`config.mk`:
```
export PLATFORM = sky130hd
export DESIGN_NAME = mandelbrot_pixel_colorizer_core
export DESIGN_NICKNAME = d
export VERILOG_FILES = /design/src/design/mpc_pkg.sv /design/src/design/mandelbrot_pixel_colorizer_core.sv /design/src/design/mpc_escape.sv /design/src/design/mpc_shade.sv
export SDC_FILE = /design/constraint.sdc
export NUM_CORES = 2
export LEC_CHECK = 0
export BUFFER_PORTS_ARGS = -buffer_cell sky130_fd_sc_hd__buf_2
export CELL_PAD_IN_SITES_DETAIL_PLACEMENT = 1
export CELL_PAD_IN_SITES_GLOBAL_PLACEMENT = 2
export CORE_UTILIZATION = 38
export DETAILED_ROUTE_END_ITERATION = 10
export PLACE_DENSITY_LB_ADDON = 0.08
export SYNTH_ARGS = -nofsm -noshare
export SYNTH_HDL_FRONTEND = slang
export SYNTH_SLANG_ARGS = --single-unit
```
`constraint.sdc`:
```
create_clock -name clk -period 11.8 [get_ports clk]
set_input_delay 0.59 -clock clk [delete_from_list [all_inputs] [get_ports clk]]
set_output_delay 0.59 -clock clk [all_outputs]
set_load 0.005 [all_outputs]
```
`src/design/mpc_pkg.sv`:
```
// Shared constants for the Mandelbrot pixel colorizer.
package mpc_pkg;

	// Alpha byte placed in the low byte of every color word
	localparam logic [7:0] ALPHA = 8'hFF;

	// Bernstein weights scaled by 255: 255*9, 255*15, 255*8.5*2
	localparam logic [15:0] RED_COEF   = 16'd2295;
	localparam logic [15:0] GREEN_COEF = 16'd3825;
	localparam logic [15:0] BLUE_COEF  = 16'd4335;

	// Polynomial accumulator geometry: 3 chunks of 32 bits
	localparam int ACC_W    = 96;
	localparam int CHUNK_W  = 32;
	localparam int FACTOR_W = 16;

endpackage

```
`src/design/mandelbrot_pixel_colorizer_core.sv`:
```
// Top level of the Mandelbrot escape-time pixel colorizer.
//
// Command channel: drive c_real, c_imag (signed fixed point, COORD_FRAC_BITS
// fraction bits) and dither with start high; the transfer happens at the edge
// where start is high and busy is low. busy stays high until the result goes out.
// Result channel: color_word is valid for the single cycle in which done is
// high; the receiver must take it then.
// Flow from transfer to result: each iteration runs on one shared multiplier
// (zr^2, zi^2 and zr*zi in turn, then the z update) until a component
// reaches two or |z|^2 reaches four; a reciprocal multiply then forms t,
// and the chunked 32x16 multiplier builds the three polynomials.
// Points that hit MAX_ITER skip straight to a black result.
// One pixel is in flight at a time; the next transfer can start the cycle
// after done.
// Reset clears all sequencers and busy; no result is pending after reset.
module mandelbrot_pixel_colorizer_core #(
	parameter int MAX_ITER        = 256,
	parameter int COORD_FRAC_BITS = 28
) (
	input  logic               clk,
	input  logic               arst_n,
	input  logic               start,
	output logic               busy,
	input  logic signed [31:0] c_real,
	input  logic signed [31:0] c_imag,
	input  logic [7:0]         dither,
	output logic               done,
	output logic [31:0]        color_word
);

	localparam int CW = $clog2(MAX_ITER + 1);

	logic          busy_q;
	logic [7:0]    dither_q;
	logic          accept;
	logic          esc_done;
	logic [CW-1:0] esc_count;
	logic          shade_done;

	assign accept = start & ~busy_q;

	always_ff @(posedge clk or negedge arst_n) begin
		if (!arst_n) begin
			busy_q   <= 1'b0;
			dither_q <= '0;
		end else begin
			if (accept) begin
				busy_q   <= 1'b1;
				dither_q <= dither;
			end else if (shade_done) begin
				busy_q <= 1'b0;
			end
		end
	end

	mpc_escape #(
		.MAX_ITER  (MAX_ITER),
		.FRAC_BITS (COORD_FRAC_BITS)
	) u_escape (
		.clk    (clk),
		.arst_n (arst_n),
		.start  (accept),
		.c_real (c_real),
		.c_imag (c_imag),
		.done   (esc_done),
		.count  (esc_count)
	);

	mpc_shade #(
		.MAX_ITER (MAX_ITER)
	) u_shade (
		.clk        (clk),
		.arst_n     (arst_n),
		.start      (esc_done),
		.count      (esc_count),
		.dither     (dither_q),
		.done       (shade_done),
		.color_word (color_word)
	);

	assign busy = busy_q;
	assign done = shade_done;

endmodule

```
`src/design/mpc_escape.sv`:
```
// Escape-time iteration z = z*z + c on one shared magnitude multiplier.
module mpc_escape #(
	parameter int MAX_ITER  = 256,
	parameter int FRAC_BITS = 28
) (
	input  logic                              clk,
	input  logic                              arst_n,
	input  logic                              start,
	input  logic signed [31:0]                c_real,
	input  logic signed [31:0]                c_imag,
	output logic                              done,
	output logic [$clog2(MAX_ITER + 1)-1:0]   count
);

	localparam int CW = $clog2(MAX_ITER + 1);
	localparam int MW = FRAC_BITS + 1;          // operand magnitude after escape test
	localparam int PW = 2 * MW;                 // exact product
	localparam int SW = FRAC_BITS + 2;          // product after fraction shift
	localparam int ZW = ((FRAC_BITS + 4 > 32) ? FRAC_BITS + 4 : 32) + 1;

	typedef enum logic [2:0] {
		S_IDLE,
		S_SQ_R,
		S_SQ_I,
		S_CROSS,
		S_UPDATE
	} state_t;

	state_t                 state_q;
	logic signed [ZW-1:0]   zr_q, zi_q;
	logic signed [31:0]     cr_q, ci_q;
	logic [SW-1:0]          sr_q, si_q;
	logic [PW-1:0]          prod_q;
	logic                   neg_q;
	logic [CW-1:0]          count_q;
	logic                   done_q;

	logic [ZW-1:0]          zr_mag, zi_mag;
	logic                   escaped;
	logic [MW-1:0]          mul_a, mul_b;
	logic [PW-1:0]          prod_d;
	logic [SW-1:0]          shifted;
	logic [SW:0]            mag_sum;
	logic signed [ZW-1:0]   p_ext, p_signed, zr_next, zi_next;

	assign zr_mag  = zr_q[ZW-1] ? ZW'(-zr_q) : ZW'(zr_q);
	assign zi_mag  = zi_q[ZW-1] ? ZW'(-zi_q) : ZW'(zi_q);
	assign escaped = (|zr_mag[ZW-1:FRAC_BITS+1]) | (|zi_mag[ZW-1:FRAC_BITS+1]);

	// operand select for the shared multiplier
	always_comb begin
		unique case (state_q)
			S_SQ_I: begin
				mul_a = zi_mag[MW-1:0];
				mul_b = zi_mag[MW-1:0];
			end
			S_CROSS: begin
				mul_a = zr_mag[MW-1:0];
				mul_b = zi_mag[MW-1:0];
			end
			default: begin
				mul_a = zr_mag[MW-1:0];
				mul_b = zr_mag[MW-1:0];
			end
		endcase
	end

	assign prod_d  = PW'(mul_a) * PW'(mul_b);
	assign shifted = prod_q[PW-1:FRAC_BITS];
	assign mag_sum = {1'b0, sr_q} + {1'b0, shifted};

	assign p_ext    = signed'({{(ZW-SW){1'b0}}, shifted});
	assign p_signed = neg_q ? -p_ext : p_ext;
	assign zr_next  = signed'({{(ZW-SW){1'b0}}, sr_q}) - signed'({{(ZW-SW){1'b0}}, si_q})
		+ signed'({{(ZW-32){cr_q[31]}}, cr_q});
	assign zi_next  = (p_signed <<< 1) + signed'({{(ZW-32){ci_q[31]}}, ci_q});

	always_ff @(posedge clk or negedge arst_n) begin
		if (!arst_n) begin
			state_q <= S_IDLE;
			zr_q    <= '0;
			zi_q    <= '0;
			cr_q    <= '0;
			ci_q    <= '0;
			sr_q    <= '0;
			si_q    <= '0;
			prod_q  <= '0;
			neg_q   <= 1'b0;
			count_q <= '0;
			done_q  <= 1'b0;
		end else begin
			done_q <= 1'b0;
			unique case (state_q)
				S_IDLE: begin
					if (start) begin
						cr_q    <= c_real;
						ci_q    <= c_imag;
						zr_q    <= '0;
						zi_q    <= '0;
						count_q <= '0;
						state_q <= S_SQ_R;
					end
				end
				S_SQ_R: begin
					if (escaped) begin
						done_q  <= 1'b1;
						state_q <= S_IDLE;
					end else begin
						prod_q  <= prod_d;
						neg_q   <= zr_q[ZW-1] ^ zi_q[ZW-1];
						state_q <= S_SQ_I;
					end
				end
				S_SQ_I: begin
					sr_q    <= shifted;
					prod_q  <= prod_d;
					state_q <= S_CROSS;
				end
				S_CROSS: begin
					// |z|^2 >= 4 means the sum reaches bit SW
					if (mag_sum[SW]) begin
						done_q  <= 1'b1;
						state_q <= S_IDLE;
					end else begin
						si_q    <= shifted;
						prod_q  <= prod_d;
						state_q <= S_UPDATE;
					end
				end
				S_UPDATE: begin
					zr_q    <= zr_next;
					zi_q    <= zi_next;
					count_q <= count_q + 1'b1;
					if (count_q + 1'b1 == CW'(MAX_ITER)) begin
						done_q  <= 1'b1;
						state_q <= S_IDLE;
					end else begin
						state_q <= S_SQ_R;
					end
				end
				default: state_q <= S_IDLE;
			endcase
		end
	end

	assign done  = done_q;
	assign count = count_q;

endmodule

```
`src/design/mpc_shade.sv`:
```
// Escape count to color: reciprocal multiply for t, then chunked Bernstein products.
module mpc_shade #(
	parameter int MAX_ITER = 256
) (
	input  logic                              clk,
	input  logic                              arst_n,
	input  logic                              start,
	input  logic [$clog2(MAX_ITER + 1)-1:0]   count,
	input  logic [7:0]                        dither,
	output logic                              done,
	output logic [31:0]                       color_word
);

	localparam int CW = $clog2(MAX_ITER + 1);
	localparam int AW = mpc_pkg::ACC_W;
	localparam int KW = mpc_pkg::CHUNK_W;
	localparam int FW = mpc_pkg::FACTOR_W;

	// t = (count*256 + dither) * 256 / MAX_ITER, formed as a product with
	// ceil(2^40 / MAX_ITER); exact while count < MAX_ITER <= 4096
	localparam int RECIP_SH = 32;
	localparam logic [AW-1:0] RECIP = AW'(((64'd1 << (RECIP_SH + 8)) + 64'(MAX_ITER) - 64'd1)
		/ 64'(MAX_ITER));
	localparam logic [AW-1:0] RECIP_X256 = RECIP << 8;

	typedef enum logic [2:0] {
		S_IDLE,
		S_RECIP,
		S_SETUP,
		S_POLY,
		S_FINISH
	} state_t;

	typedef enum logic [1:0] {
		CH_RED,
		CH_GREEN,
		CH_BLUE
	} chan_t;

	state_t          state_q;
	chan_t           chan_q;
	logic [CW-1:0]   count_q;
	logic [7:0]      dith_q;
	logic            pass_q;     // 0: count * 256R, 1: dither * R
	logic [FW-1:0]   t_q, u_q;
	logic [AW-1:0]   src_q, dst_q;
	logic [1:0]      fac_q, chunk_q;
	logic [7:0]      red_q, green_q, blue_q;
	logic            done_q;
	logic [31:0]     color_q;

	logic [1:0]              t_pow;
	logic [FW-1:0]           factor;
	logic [KW-1:0]           chunk;
	logic [KW+FW-1:0]        prod;
	logic [AW-1:0]           addend, acc_sum;

	// red t^3 u, green t^2 u^2, blue t u^3
	always_comb begin
		unique case (chan_q)
			CH_RED:   t_pow = 2'd3;
			CH_GREEN: t_pow = 2'd2;
			default:  t_pow = 2'd1;
		endcase
	end

	always_comb begin
		if (state_q == S_RECIP) begin
			factor = pass_q ? FW'(dith_q) : FW'(count_q);
		end else begin
			factor = (fac_q < t_pow) ? t_q : u_q;
		end
	end

	always_comb begin
		unique case (chunk_q)
			2'd0:    chunk = src_q[KW-1:0];
			2'd1:    chunk = src_q[2*KW-1:KW];
			default: chunk = src_q[3*KW-1:2*KW];
		endcase
	end

	assign prod = (KW + FW)'(chunk) * (KW + FW)'(factor);

	always_comb begin
		unique case (chunk_q)
			2'd0:    addend = AW'(prod);
			2'd1:    addend = AW'({prod, {KW{1'b0}}});
			default: addend = {prod[AW-2*KW-1:0], {(2*KW){1'b0}}};
		endcase
	end

	assign acc_sum = dst_q + addend;

	always_ff @(posedge clk or negedge arst_n) begin
		if (!arst_n) begin
			state_q  <= S_IDLE;
			chan_q   <= CH_RED;
			count_q  <= '0;
			dith_q   <= '0;
			pass_q   <= 1'b0;
			t_q      <= '0;
			u_q      <= '0;
			src_q    <= '0;
			dst_q    <= '0;
			fac_q    <= '0;
			chunk_q  <= '0;
			red_q    <= '0;
			green_q  <= '0;
			blue_q   <= '0;
			done_q   <= 1'b0;
			color_q  <= '0;
		end else begin
			done_q <= 1'b0;
			unique case (state_q)
				S_IDLE: begin
					if (start) begin
						count_q <= count;
						dith_q  <= dither;
						src_q   <= RECIP_X256;
						dst_q   <= '0;
						chunk_q <= '0;
						pass_q  <= 1'b0;
						if (count == CW'(MAX_ITER)) begin
							// t clamps to one: every channel is zero
							red_q   <= '0;
							green_q <= '0;
							blue_q  <= '0;
							state_q <= S_FINISH;
						end else begin
							state_q <= S_RECIP;
						end
					end
				end
				S_RECIP: begin
					if (chunk_q == 2'd2) begin
						chunk_q <= '0;
						dst_q   <= acc_sum;
						src_q   <= RECIP;
						pass_q  <= 1'b1;
						if (pass_q) begin
							t_q     <= acc_sum[RECIP_SH+FW-1:RECIP_SH];
							state_q <= S_SETUP;
						end
					end else begin
						dst_q   <= acc_sum;
						chunk_q <= chunk_q + 1'b1;
					end
				end
				S_SETUP: begin
					u_q     <= -t_q;
					src_q   <= AW'(mpc_pkg::RED_COEF);
					dst_q   <= '0;
					fac_q   <= '0;
					chunk_q <= '0;
					chan_q  <= CH_RED;
					if (t_q == '0) begin
						red_q   <= '0;
						green_q <= '0;
						blue_q  <= '0;
						state_q <= S_FINISH;
					end else begin
						state_q <= S_POLY;
					end
				end
				S_POLY: begin
					if (chunk_q == 2'd2) begin
						chunk_q <= '0;
						dst_q   <= '0;
						src_q   <= acc_sum;
						fac_q   <= fac_q + 1'b1;
						if (fac_q == 2'd3) begin
							fac_q <= '0;
							unique case (chan_q)
								CH_RED: begin
									red_q  <= acc_sum[71:64];
									src_q  <= AW'(mpc_pkg::GREEN_COEF);
									chan_q <= CH_GREEN;
								end
								CH_GREEN: begin
									green_q <= acc_sum[71:64];
									src_q   <= AW'(mpc_pkg::BLUE_COEF);
									chan_q  <= CH_BLUE;
								end
								default: begin
									blue_q  <= acc_sum[72:65];
									state_q <= S_FINISH;
								end
							endcase
						end
					end else begin
						dst_q   <= acc_sum;
						chunk_q <= chunk_q + 1'b1;
					end
				end
				S_FINISH: begin
					done_q  <= 1'b1;
					color_q <= {red_q, blue_q, green_q, mpc_pkg::ALPHA};
					state_q <= S_IDLE;
				end
				default: state_q <= S_IDLE;
			endcase
		end
	end

	assign done       = done_q;
	assign color_word = color_q;

endmodule

```
==> impl_results.md <==
* Outcome: complete, no violations
* Final ANT Viol Nets at 0
* Non-filler cells, final at between 10,000 and 15,000
* Final min period at 11.36 ns
* Relative slew slack at approximately 14%
* CP max stage delay at roughly 0.59 ns
* Initial drt markers at about 4,100
* I/O pin cnt at approximately 110
* Vias at 63,320
* Largest net degree at the start of global routing at approximately 140
* Yosys cell types at 83
* Net count after synthesis at ~11,000
* Nets at approximately 11,000
* Yosys warns at 0
* Final core occ at between 40 and 50%
* Total gr overflow at 0
* Worst Max-Slew Pin Slew at between 1 and 1.5 ns
* # setup viols final at 0
* Max-cap violations at 0
* CP arrival at roughly 12 ns
* Tcrit/Tclk final at approximately 96%
* Most frequent cell on the critical path: buf_4
* Max clock buf depth at 3
* Max Freq at 0.08801 GHz
* Crit path max-delay family: adder cells
* Core box area at 0.2003 mm2
* CP Data Required Time at 12.31 ns
* Top post-synthesis cells by area: fa_1 30%, dfrtp_1 18%, ha_1 9.6%
* Synthesized flop and latch total at between 500 and 600
* Fillers at 23,330
* First-pass DRT Iterations at 5
* CTS root buf: clkbuf_16
* First-pass GRT wire length at 455,800 um
* Most frequent cells in the layout: 1,531 x nand2_1, 1,307 x inv_1, 1,145 x fa_1
* CTS sink count at about 540
* Syn_area_per_cell at about 8.8 um2
* Vias in the first global route at roughly 70,000
* Starting Density at 38.33%
* DRC errors left at 0
* Mean routed wirelength per cell at ~26 um
* Slowest cell on the critical path: fa_1
* Setup Skew at slightly below 0.04 ns
* Critical-path maximum fanout at 18
* Ys flop type: dfrtp_1
* Die W at 451.5 um
* IR drop worst, VDD at roughly 0.11 mV
* Area fraction of the dominant cell type after synthesis at between 20 and 30%
* DP Wirelength at approximately 250,000 um
* # placed instances at about 11,000
* Setup WS post-layout at between 0.4 and 0.5 ns
* CP Launch Type: flop
* PortBufs at 108
* Worst hold-check path type: input pin to flop
* Post-Syn Area at approximately 0.077 mm2
* Seq/Total Area, Yosys at between 15 and 20%
* Crit Path Class: flop to flop
* CP Buf/Inv Count at 12
* DIE AREA at between 0.2 and 0.25 mm2
* TritonCTS buffer count at between 50 and 60
* Crit. End Element: flop
* Total GRT Usage at 29.77%
* Final Hold Fails at 0
* Number of flops mapped to enable cells by yosys at 0
* Largest area contributor in the netlist: fa_1
* Reg clk slew, reported paths at roughly 0.070 ns
* Slew Viols, Final at 0
* Cells after synthesis at 8,710
* Post-synth ARST share at 100.0%
* CTS tree: built
* Final WL at 300,000 um
* Via/cell ratio at approximately 5.5
* Commonest non-fill, non-tap cell in the layout: nand2_1
* Htree depth at 2
* Die Y at about 450 um
* Gpl congestion at roughly 0.92
* Initial antenna violation count at 10
* Leakage at between 40 and 50 nW
* Share of cells above drive strength 1 at about a tenth
* Dpl ws at -0.1970 ns
* Latest clock arrival within the worst-skew pair at between 0.6 and 0.7 ns
* Area Growth Syn to Fin at 10.52%
* PwrDens at 46.34 mW/mm2
* # rows at 164
worst paths after layout:
path / from / end / slack, ns / cells after the start
setup / recovery: u_shade.fac_q[1]$_DFFE_PN0P_ / u_shade.dst_q[89]$_DFFE_PN0P_ / 0.44 / 49
hold / removal: c_real[5] / u_escape.cr_q[5]$_DFFE_PN0P_ / 0.15 / 2
setup reg to reg: u_shade.fac_q[1]$_DFFE_PN0P_ / u_shade.dst_q[89]$_DFFE_PN0P_ / 0.44 / 49
hold reg to reg: u_shade.done$_DFF_PN0_ / busy$_DFFE_PN0P_ / 0.45 / 1
max in group asynchronous: arst_n / u_shade.chunk_q[0]$_DFFE_PN0P_ / 8.77 / 4
min in group asynchronous: arst_n / u_shade.src_q[59]$_DFFE_PN0P_ / 0.53 / 2
layer usage:
metal | vias to the layer above | track usage [%] | part of all wire, %
met1 | 33420 | 45.70 | 49
met5 | - | 0 | 0
met3 | 246 | 3.081 | 5.0
met2 | 1463 | 45.21 | 44
met4 | 0 | 5.784 | 2.1
li1 | 28190 | - | -
stage by stage:
stage	instance area, um2	total power [mW]	hold slack (ns)	TNS, ns
3_3_place_gp	82520	1.967	0.4388	0
4_1_cts	84580	3.991	0.1049	0
6_report	84850	3.932	0.1544	0
5_1_grt	84840	4.050	0.1290	-0.05262
3_5_place_dp	82520	1.969	0.4427	-0.5376
2_1_floorplan	76770	1.907	0.2944	0
power breakdown:
group	switching, mW	internal [mW]
Clock	0.880	1.12
Combinational	0.0474	0.0133
Sequential	0.00181	1.87
Total	0.929	3.00
cells by family (layout without fill, tap and decap cells):
family / count (synthesis) / after routing / synth area share (%)
AND/OR/NAND/NOR: 2637 / 2637 / 14.58
adder cells (fa/ha/maj): 1734 / 1734 / 39.46
buffers and inverters: 1741 / 1933 / 8.571
other: 0 / 4 / 0
AO/OA/AOI/OAI: 1491 / 1491 / 12.65
XOR/XNOR: 349 / 349 / 3.981
flip-flops: 544 / 544 / 17.73
multiplexers: 214 / 214 / 3.026
final cells by class:
class                   count  area [um2]  share of cell area (%)
clock inverters            35       422.9                  0.4984
flip-flops and latches    544       13620                   16.05
diodes                      4       10.01                 0.01180
repair buffers            517        3790                   4.466
clock buffers              74        1603                   1.889
multi-input cells        6425       57180                   67.39
well taps                2656        3323                   3.916
inverters                1307        4906                   5.782
synthesized netlist by cell type (all sizes together) (10+ instances only):
| cell | n |
|---|---|
| nand2 | 1533 |
| inv | 1307 |
| fa | 1145 |
| ha | 589 |
| nor2 | 582 |
| dfrtp | 544 |
| clkbuf | 394 |
| o21ai | 391 |
| a21oi | 338 |
| xnor2 | 197 |
| a22o | 183 |
| xor2 | 152 |
| a21o | 146 |
| mux2 | 145 |
| and2 | 93 |
| mux2i | 69 |
| o21a | 67 |
| nand2b | 63 |
| o31ai | 59 |
| nand4 | 57 |
| nor2b | 56 |
| nor3 | 50 |
| o21bai | 50 |
| nand3 | 48 |
| a31oi | 40 |
| buf | 40 |
| o22ai | 38 |
| and3 | 37 |
| or4 | 25 |
| a211oi | 24 |
| a21boi | 22 |
| or2 | 22 |
| or3 | 22 |
| o211ai | 19 |
| o41ai | 19 |
| nor4 | 17 |
| nor3b | 13 |
| a221o | 10 |
state kept, by name (all words and copies together), names as in the netlist, 2 cells and up:
signal	flops
u_escape.zr_q	33
u_shade.dith_q	8
u_shade.green_q	8
u_escape.si_q	30
u_escape.count	9
u_escape.zi_q	33
u_escape.sr_q	30
u_escape.cr_q	32
u_shade.chan_q	2
dither_q	8
u_shade.count_q	9
u_shade.color_word	25
u_shade.t_q	16
u_shade.blue_q	8
u_shade.u_q	16
u_shade.red_q	8
u_escape.state_q	3
u_escape.ci_q	32
u_shade.src_q	96
u_shade.chunk_q	2
u_shade.fac_q	2
u_shade.dst_q	96
u_escape.prod_q	30
u_shade.state_q	3
what timing repair did:
item,4_1_cts,5_1_grt
setup buffers,0,2
setup endpoints to repair,20,99
resized for setup,3,53
hold buffers,1,0
endpoints found under the hold margin,13,0
pin swaps,1,8
gates cloned,0,0
No activity file was read; power rests on OpenSTA's default activity.
